==> config.mk <==
export PLATFORM = sky130hd
export DESIGN_NAME = masked_contrast_stretch
export DESIGN_NICKNAME = d
export VERILOG_FILES = /design/src/design/mcs_pkg.sv /design/src/design/mcs_front.sv /design/src/design/mcs_queue.sv /design/src/design/mcs_back.sv /design/src/design/masked_contrast_stretch.sv
export SDC_FILE = /design/constraint.sdc
export NUM_CORES = 1
export LEC_CHECK = 0
export BUFFER_PORTS_ARGS = -buffer_cell sky130_fd_sc_hd__buf_2
export CAP_MARGIN = 0
export CORE_MARGIN = 2
export CORE_UTILIZATION = 58
export CTS_CLUSTER_SIZE = 40
export DETAILED_ROUTE_END_ITERATION = 10
export MAX_ROUTING_LAYER = met4
export PLACE_DENSITY = 0.75
export SLEW_MARGIN = 30
export SYNTH_ARGS = -nofsm -noshare
export SYNTH_HDL_FRONTEND = slang
export SYNTH_HIERARCHICAL = 1
export SYNTH_SLANG_ARGS = --single-unit
==> constraint.sdc <==
create_clock -name i_clk -period 8.8 [get_ports i_clk]
set_input_delay 0.44 -clock i_clk [delete_from_list [all_inputs] [get_ports i_clk]]
set_output_delay 0.44 -clock i_clk [all_outputs]
set_load 0.02 [all_outputs]
==> src/design/mcs_pkg.sv <==
// Shared types and constants of the masked contrast stretch block.
// Used by the front, queue and back modules; depends on nothing else.
package mcs_pkg;

    localparam int PIX_W   = 8;                 // grey level width
    localparam int MAG_W   = 2 * PIX_W;         // |numerator| width
    localparam int QUO_W   = MAG_W + 1;         // rounded quotient width
    localparam int VAL_W   = QUO_W + 2;         // signed sum before the clamp
    localparam int STEP_W  = $clog2(MAG_W);     // divider step counter width
    localparam int CFG_IDX_W = 1;

    localparam logic [PIX_W-1:0] PIX_MAX = {PIX_W{1'b1}};
    localparam logic [PIX_W-1:0] PIX_MIN = '0;

    localparam logic [CFG_IDX_W-1:0] CFG_OUT_MIN = 1'b0;
    localparam logic [CFG_IDX_W-1:0] CFG_OUT_MAX = 1'b1;

    // One stretch job, fully prepared for the divider.
    typedef struct packed {
        logic             flat;      // brightest equals darkest
        logic [PIX_W-1:0] flat_val;  // result for a flat job
        logic             neg;       // sign of numerator over span
        logic [MAG_W-1:0] mag;       // |(p - darkest) * (out_max - out_min)|
        logic [PIX_W-1:0] den;       // |brightest - darkest|
        logic [PIX_W-1:0] out_min;
    } t_job;

    typedef struct packed {
        logic valid;
        t_job job;
    } t_push;

    typedef enum logic [3:0] {
        ST_IDLE = 4'b0001,
        ST_DIV  = 4'b0010,
        ST_RND  = 4'b0100,
        ST_FIN  = 4'b1000
    } t_back_state;

endpackage

==> src/design/mcs_front.sv <==
// Front end: accepts pixel transactions, keeps the region statistics and
// the range registers, and prepares stretch jobs. Depends on mcs_pkg.
module mcs_front
    import mcs_pkg::*;
(
    input  logic                 i_clk,
    input  logic                 i_rst_n,
    input  logic                 i_in_valid,
    output logic                 o_in_stall,
    input  logic                 i_mode,
    input  logic [PIX_W-1:0]     i_pixel,
    input  logic                 i_in_region,
    input  logic                 i_restart,
    input  logic                 i_cfg_valid,
    output logic                 o_cfg_ready,
    input  logic [CFG_IDX_W-1:0] i_cfg_index,
    input  logic [PIX_W-1:0]     i_cfg_data,
    input  logic                 i_q_full,
    output t_push                o_push
);

    logic [PIX_W-1:0] r_out_min, r_out_max, r_dark, r_bright;
    logic [PIX_W-1:0] n_dark, n_bright;
    logic             w_accept;
    logic [PIX_W:0]   w_pd, w_sc, w_sp;
    logic [PIX_W-1:0] w_pd_abs, w_sc_abs, w_sp_abs;

    assign w_accept    = i_in_valid & ~i_q_full;
    assign o_in_stall  = i_q_full;
    assign o_cfg_ready = 1'b1;

    // Measure pass: restart first, then fold in a pixel of the region.
    always_comb begin
        n_dark   = r_dark;
        n_bright = r_bright;
        if (w_accept && !i_mode) begin
            if (i_restart) begin
                n_dark   = PIX_MAX;
                n_bright = PIX_MIN;
            end
            if (i_in_region) begin
                if (i_pixel < n_dark) begin
                    n_dark = i_pixel;
                end
                if (i_pixel > n_bright) begin
                    n_bright = i_pixel;
                end
            end
        end
    end

    always_ff @(posedge i_clk) begin
        if (!i_rst_n) begin
            r_out_min <= PIX_MIN;
            r_out_max <= PIX_MAX;
            r_dark    <= PIX_MAX;
            r_bright  <= PIX_MIN;
        end else begin
            r_dark   <= n_dark;
            r_bright <= n_bright;
            if (i_cfg_valid) begin
                unique case (i_cfg_index)
                    CFG_OUT_MIN: r_out_min <= i_cfg_data;
                    CFG_OUT_MAX: r_out_max <= i_cfg_data;
                    default:     r_out_min <= r_out_min;
                endcase
            end
        end
    end

    // Signed differences as sign and magnitude; the product sign is the
    // parity of the three signs, since the divisor is made positive.
    assign w_pd = {1'b0, i_pixel}   - {1'b0, r_dark};
    assign w_sc = {1'b0, r_out_max} - {1'b0, r_out_min};
    assign w_sp = {1'b0, r_bright}  - {1'b0, r_dark};

    assign w_pd_abs = w_pd[PIX_W] ? PIX_W'(-w_pd) : w_pd[PIX_W-1:0];
    assign w_sc_abs = w_sc[PIX_W] ? PIX_W'(-w_sc) : w_sc[PIX_W-1:0];
    assign w_sp_abs = w_sp[PIX_W] ? PIX_W'(-w_sp) : w_sp[PIX_W-1:0];

    always_comb begin
        o_push.valid        = w_accept & i_mode;
        o_push.job.flat     = (r_bright == r_dark);
        o_push.job.flat_val = (i_pixel > r_dark) ? PIX_MAX : PIX_MIN;
        o_push.job.neg      = w_pd[PIX_W] ^ w_sc[PIX_W] ^ w_sp[PIX_W];
        o_push.job.mag      = MAG_W'(w_pd_abs) * MAG_W'(w_sc_abs);
        o_push.job.den      = w_sp_abs;
        o_push.job.out_min  = r_out_min;
    end

endmodule

==> src/design/mcs_queue.sv <==
// Short job queue between the front end and the divider back end.
// Depends on mcs_pkg for the job type.
module mcs_queue
    import mcs_pkg::*;
#(
    parameter int DEPTH = 2
) (
    input  logic  i_clk,
    input  logic  i_rst_n,
    input  t_push i_push,
    input  logic  i_pop,
    output logic  o_full,
    output logic  o_valid,
    output t_job  o_head
);

    localparam int PTR_W = (DEPTH > 1) ? $clog2(DEPTH) : 1;
    localparam int CNT_W = $clog2(DEPTH + 1);

    t_job             r_mem [DEPTH];
    logic [PTR_W-1:0] r_wr, r_rd, n_wr, n_rd;
    logic [CNT_W-1:0] r_cnt, n_cnt;

    assign o_full  = (r_cnt == CNT_W'(DEPTH));
    assign o_valid = (r_cnt != '0);
    assign o_head  = r_mem[r_rd];

    always_comb begin
        n_wr  = r_wr;
        n_rd  = r_rd;
        n_cnt = r_cnt;
        if (i_push.valid) begin
            n_wr  = (r_wr == PTR_W'(DEPTH - 1)) ? '0 : r_wr + 1'b1;
            n_cnt = n_cnt + 1'b1;
        end
        if (i_pop) begin
            n_rd  = (r_rd == PTR_W'(DEPTH - 1)) ? '0 : r_rd + 1'b1;
            n_cnt = n_cnt - 1'b1;
        end
    end

    always_ff @(posedge i_clk) begin
        if (!i_rst_n) begin
            r_wr  <= '0;
            r_rd  <= '0;
            r_cnt <= '0;
        end else begin
            r_wr  <= n_wr;
            r_rd  <= n_rd;
            r_cnt <= n_cnt;
        end
    end

    always_ff @(posedge i_clk) begin
        if (i_push.valid) begin
            r_mem[r_wr] <= i_push.job;
        end
    end

endmodule

==> src/design/mcs_back.sv <==
// Back end: restoring divider (one quotient bit per cycle), round half to
// even, offset, clamp and the output register. Depends on mcs_pkg.
module mcs_back
    import mcs_pkg::*;
(
    input  logic             i_clk,
    input  logic             i_rst_n,
    input  logic             i_q_valid,
    input  t_job             i_head,
    output logic             o_pop,
    output logic             o_out_valid,
    input  logic             i_out_stall,
    output logic [PIX_W-1:0] o_stretched_pixel
);

    t_back_state             r_state, n_state;
    logic [STEP_W-1:0]       r_step;
    logic [PIX_W-1:0]        r_rem, r_den, r_omin, r_flat_val, r_out_pixel;
    logic [MAG_W-1:0]        r_quo;
    logic [QUO_W-1:0]        r_qr;
    logic                    r_neg, r_flat, r_out_valid;
    logic [PIX_W:0]          w_trial, w_sub, w_twice_r;
    logic                    w_ge, w_up, w_fin_ok;
    logic signed [VAL_W-1:0] w_sq, w_val;
    logic [PIX_W-1:0]        w_res;

    assign o_pop             = (r_state == ST_IDLE) & i_q_valid;
    assign o_out_valid       = r_out_valid;
    assign o_stretched_pixel = r_out_pixel;
    assign w_fin_ok          = ~r_out_valid | ~i_out_stall;

    // Divider step: shift in the next dividend bit, subtract if it fits.
    assign w_trial = {r_rem, r_quo[MAG_W-1]};
    assign w_ge    = (w_trial >= {1'b0, r_den});
    assign w_sub   = w_trial - {1'b0, r_den};

    // Round half to even on the magnitude; the rule is symmetric in sign.
    assign w_twice_r = {r_rem, 1'b0};
    assign w_up = (w_twice_r > {1'b0, r_den}) ||
                  ((w_twice_r == {1'b0, r_den}) && r_quo[0]);

    assign w_sq  = r_neg ? -$signed({2'b00, r_qr}) : $signed({2'b00, r_qr});
    assign w_val = $signed({{(VAL_W - PIX_W){1'b0}}, r_omin}) + w_sq;

    always_comb begin
        if (r_flat) begin
            w_res = r_flat_val;
        end else if (w_val[VAL_W-1]) begin
            w_res = PIX_MIN;
        end else if (w_val[VAL_W-2:PIX_W] != '0) begin
            w_res = PIX_MAX;
        end else begin
            w_res = w_val[PIX_W-1:0];
        end
    end

    always_comb begin
        n_state = r_state;
        unique case (r_state)
            ST_IDLE: if (i_q_valid) begin
                n_state = i_head.flat ? ST_FIN : ST_DIV;
            end
            ST_DIV: if (r_step == STEP_W'(MAG_W - 1)) begin
                n_state = ST_RND;
            end
            ST_RND: n_state = ST_FIN;
            ST_FIN: if (w_fin_ok) begin
                n_state = ST_IDLE;
            end
            default: n_state = ST_IDLE;
        endcase
    end

    always_ff @(posedge i_clk) begin
        if (!i_rst_n) begin
            r_state     <= ST_IDLE;
            r_out_valid <= 1'b0;
        end else begin
            r_state <= n_state;
            if ((r_state == ST_FIN) && w_fin_ok) begin
                r_out_valid <= 1'b1;
            end else if (!i_out_stall) begin
                r_out_valid <= 1'b0;
            end
        end
    end

    always_ff @(posedge i_clk) begin
        if (o_pop) begin
            r_quo      <= i_head.mag;
            r_rem      <= '0;
            r_den      <= i_head.den;
            r_neg      <= i_head.neg;
            r_omin     <= i_head.out_min;
            r_flat     <= i_head.flat;
            r_flat_val <= i_head.flat_val;
            r_step     <= '0;
        end else if (r_state == ST_DIV) begin
            r_quo  <= {r_quo[MAG_W-2:0], w_ge};
            r_rem  <= w_ge ? w_sub[PIX_W-1:0] : w_trial[PIX_W-1:0];
            r_step <= r_step + 1'b1;
        end
        if (r_state == ST_RND) begin
            r_qr <= {1'b0, r_quo} + QUO_W'(w_up);
        end
        if ((r_state == ST_FIN) && w_fin_ok) begin
            r_out_pixel <= w_res;
        end
    end

endmodule

==> src/design/masked_contrast_stretch.sv <==
// A stretch transaction passes from the front end into the queue, then through
// the bit-serial divider, rounding and the finish step into the output register;
// a flat job skips divider and rounding. The single divider works on one job at a
// time; measure transactions are taken one per cycle while the queue has room.
// Reset (synchronous, active low) empties the queue and output and restores
// out_min 0, out_max 255, darkest 255, brightest 0.
module masked_contrast_stretch
    import mcs_pkg::*;
#(
    parameter int QUEUE_DEPTH = 2
) (
    input  logic                 i_clk,
    input  logic                 i_rst_n,
    input  logic                 i_in_valid,
    output logic                 o_in_stall,
    input  logic                 i_mode,
    input  logic [PIX_W-1:0]     i_pixel,
    input  logic                 i_in_region,
    input  logic                 i_restart,
    output logic                 o_out_valid,
    input  logic                 i_out_stall,
    output logic [PIX_W-1:0]     o_stretched_pixel,
    input  logic                 i_cfg_valid,
    output logic                 o_cfg_ready,
    input  logic [CFG_IDX_W-1:0] i_cfg_index,
    input  logic [PIX_W-1:0]     i_cfg_data
);

    // The front end handles every input transaction in the cycle it is
    // accepted. Measure transactions only update the darkest and brightest
    // levels. Stretch transactions take a snapshot of the statistics and the
    // range registers, form the numerator and divisor as sign and magnitude,
    // and push the prepared job into the queue. The front stalls only when
    // the queue is full.
    t_push w_push;
    logic  w_q_full, w_q_valid, w_pop;
    t_job  w_head;

    mcs_front u_front (
        .i_clk       (i_clk),
        .i_rst_n     (i_rst_n),
        .i_in_valid  (i_in_valid),
        .o_in_stall  (o_in_stall),
        .i_mode      (i_mode),
        .i_pixel     (i_pixel),
        .i_in_region (i_in_region),
        .i_restart   (i_restart),
        .i_cfg_valid (i_cfg_valid),
        .o_cfg_ready (o_cfg_ready),
        .i_cfg_index (i_cfg_index),
        .i_cfg_data  (i_cfg_data),
        .i_q_full    (w_q_full),
        .o_push      (w_push)
    );

    // Jobs wait here so the front keeps taking transactions while the
    // divider is busy or the output is stalled.
    mcs_queue #(
        .DEPTH (QUEUE_DEPTH)
    ) u_queue (
        .i_clk   (i_clk),
        .i_rst_n (i_rst_n),
        .i_push  (w_push),
        .i_pop   (w_pop),
        .o_full  (w_q_full),
        .o_valid (w_q_valid),
        .o_head  (w_head)
    );

    // The back end divides the magnitude, rounds half to even, applies the
    // sign and out_min, clamps to 0..255 (a flat job takes its flat value instead)
    // and holds the result in an output register until the consumer takes it.
    mcs_back u_back (
        .i_clk             (i_clk),
        .i_rst_n           (i_rst_n),
        .i_q_valid         (w_q_valid),
        .i_head            (w_head),
        .o_pop             (w_pop),
        .o_out_valid       (o_out_valid),
        .i_out_stall       (i_out_stall),
        .o_stretched_pixel (o_stretched_pixel)
    );

endmodule

==> results by group <==
Status
  • Status: completed

GRT
  • First-pass GRT wire length: 42,720 um
  • Largest net degree at the start of global routing: 52
  • Initial antenna violation count: 0
  • Number of global-route vias before repair: 8,768
  • GR Overflow Total: 0
  • GRT Total Usage: 0.2243

Timing
  • Final Skew: 22.42 ps
  • Setup tns final: 0 ps
  • Worst slew margin: 0.3872
  • Setup Viol. Count Final: 0
  • Pins Over Slew Limit: 0
  • Worst-Margin Slew: 919.2 ps
  • Min cycle time layout: 6722 ps
  • Final Cycle Share: 0.7638
  • RSZ-0062 raised after global routing: false
  • Fin. Hold Viols: 0
  • Maximum clock rate: 148.8 MHz

Clock tree
  • # H-tree levels: 1
  • CTS tree: built
  • Clk Tree Root Cell: clkbuf_16
  • Cts hold-fix bufs: 0
  • CTS clock-pin slew for the worst setup and hold paths: 60 ps
  • Setup Buffers After CTS: 0
  • PostCTS Resize Cnt: 0
  • Total CTS buffers: 23
  • Clock sink total: 205
  • Clk_lat worst skew: 500 ps
  • Longest Clk Path Bufs: 3

Floorplan
  • Initial Util: 0.5876
  • Die area: 24,090 um2
  • Horiz. Die Dim: 155.2 um
  • IO Pins: 36
  • Number of core rows: 55
  • Die Span Y: 155.2 um
  • CORE AREA: 22,570 um2

Drt
  • Wire per inst: 16.17 um
  • Vias/cell: 5.695
  • Antenna-violating nets left: 0
  • Residual DRC: 0
  • Detailed Route WL: 25,580 um
  • DR pass1 iterations: 5
  • Initial drt markers: 498
  • Routed vias: 9,010

Logic synthesis
  • Synth async-reset ratio: 0
  • Number of flops mapped to enable cells by yosys: 151
  • Synth Net Count: 1,424
  • Number of synthesis warnings: 6
  • Synthesized area: 13,260 um2
  • Sequential fraction of the synthesis area: 0.4234
  • Post-synthesis cell type count: 86
  • Synth Area per Inst: 10.54 um2
  • Ys flop type: edfxtp_1
  • Yosys reg bits: 205
  • Cells after Synth: 1,258

Final layout
  • Core Util, Final: 0.6355
  • Most frequent cells in the layout: 151 x edfxtp_1, 127 x nand2_1, 108 x inv_1
  • Commonest non-fill, non-tap cell in the layout: edfxtp_1
  • Top flop regs: u_queue/r_mem: 84 flops, u_back/r_qr: 17 flops, u_back/r_quo: 16 flops
  • Share of cells above drive strength 1: 0.1187
  • NumNets Final: 1,448
  • ANT cells: 0
  • Area grow syn2layout: 8.160%
  • Top reg by flops: u_queue/r_mem
  • Number of flip-flops in the largest register: 84

Critical path
  • Crit path capture: u_queue/r_mem[1][31]
  • Worst EP required: 9020 ps
  • Setup crit start kind: flop
  • Reg2reg start: u_front/r_out_min[0]
  • WS Path Type: reg2reg
  • R2r worst-path depth: 23
  • R2r endpoint: u_queue/r_mem[1][31]
  • Slowest-stage cell, CP: xnor2_1
  • Worst path cell trace: ha_1 -> inv_1 -> fa_1 -> xnor2_1 -> nand3_1 -> nor3_2 -> a31oi_4 -> xnor2_2 -> or2_1 -> fa_1 -> fa_1 -> inv_1 -> fa_1 -> inv_1 -> fa_1 -> inv_1 -> ha_1 -> inv_1 -> a21oi_1 -> o21ai_0 -> a21oi_2 -> mux2i_1 -> a2111oi_0
  • Worst Setup SP: u_front/r_out_min[0]
  • CP Capture Type: flop
  • Worst R2R Setup Slack: 2080 ps
  • Slowest Stage Delay on Critical Path: 560 ps
  • CP Max Fanout: 8
  • CP arrival: 6940 ps

Run
  • Max cap viols: 0

Placement
  • Final HPWL DP: 19,140 um
  • Routability cong.: 0.9191
  • PortBufs: 34

Hold path
  • Worst hold path type: in2reg
==> final cells by class <==
type | count | area (um2)
Timing Repair Buffer | 39 | 207.7
Inverter | 110 | 412.9
Tap cell | 285 | 356.6
Fill cell | 1798 | 8227
Clock buffer | 27 | 600.6
Sequential cell | 205 | 5619
Clock inverter | 13 | 135.1
Multi-Input combinational cell | 903 | 7013
==> synth_stat cells, drive strengths merged, types with 5 or more instances <==
cell     count  area [um2]
and2         6       37.54
nand4        9       56.30
dfxtp       54        1081
mux2        44       495.5
edfxtp     151        4534
or4          5       41.29
nand2      127       476.7
o31ai        7       67.57
xnor2       55       504.2
nor2b       16       102.6
a2bb2oi      8       70.07
xor2        37       361.6
buf         23       177.7
o21a         9       67.56
or2         18       112.6
nand2b      25       156.4
a21oi       55       286.5
a21o        16       120.1
nand3b       5       37.54
fa          41       820.8
ha         100        1251
o22a         8       70.07
o21bai       9       67.56
mux2i        7       70.07
nor2       108       407.9
and3         9       56.30
o21ai       49       245.2
nand3       28       140.1
clkbuf      17       63.81
o41ai        5       43.79
inv        109       409.1
a22o         8       70.07
nor3        19       111.4
nor4b        5       43.79
a211oi       6       60.06
a31oi        5       52.55
==> per-stage QoR <==
step	hold WS [ps]	std cells	instance area (um2)	worst slack, ps
floorplan	442.4	1258	13260	2692
CTS	164.6	1582	14340	2075
global route	189.2	1582	14350	1588
detailed placement	462.7	1542	13610	2025
global placement	455.6	1542	13600	2245
finish	184.2	1582	14350	2078
==> routing by layer <==
layer,track usage,vias to the layer above,part of all wire
li1,-,4459,-
met1,0.2966,4328,0.46
met2,0.3632,171,0.47
met3,0.02423,52,0.034
met4,0.08038,0,0.034
met5,-,-,0
==> critical path: cells and delay by family, from the launching register on <==
family                   cells  cell delay (ps)
multiplexers                 1              140
XOR/XNOR                     2              770
AO/OA/AOI/OAI                5             1090
buffers and inverters        5              310
AND/OR/NAND/NOR              3              720
flip-flops                   1              390
adder cells (fa/ha/maj)      7             2990
==> how the worst min path moves through the flow <==
stage | cells past startpoint | to | slack [ps] | start
floorplan | 1 | u_front/r_bright[0] | 440 | u_front/r_bright[0]
global route | 3 | u_front/r_out_max[7] | 190 | i_cfg_data[7]
finish | 3 | u_front/r_out_max[5] | 180 | i_cfg_data[5]
CTS | 3 | u_front/r_out_max[5] | 160 | i_cfg_data[5]
detailed placement | 2 | u_front/r_out_max[4] | 460 | u_front/r_out_max[4]
global placement | 1 | u_front/r_bright[0] | 460 | u_front/r_bright[0]
==> cell families after synthesis <==
logic type | after synthesis | share of synthesized area
adders and majority gates | 141 | 0.1562
and+or+nand+nor | 399 | 0.1459
muxes | 51 | 0.04264
DFF | 205 | 0.4234
other | 1 | 0.0002827
AOI/OAI and AO/OA | 219 | 0.1170
buffers and inverters | 150 | 0.04934
xor gates and xnor gates | 92 | 0.06528
Power is left out: the tool's default activity adds up to more than one toggle a clock period on the data nets, which glitch-free logic cannot reach.
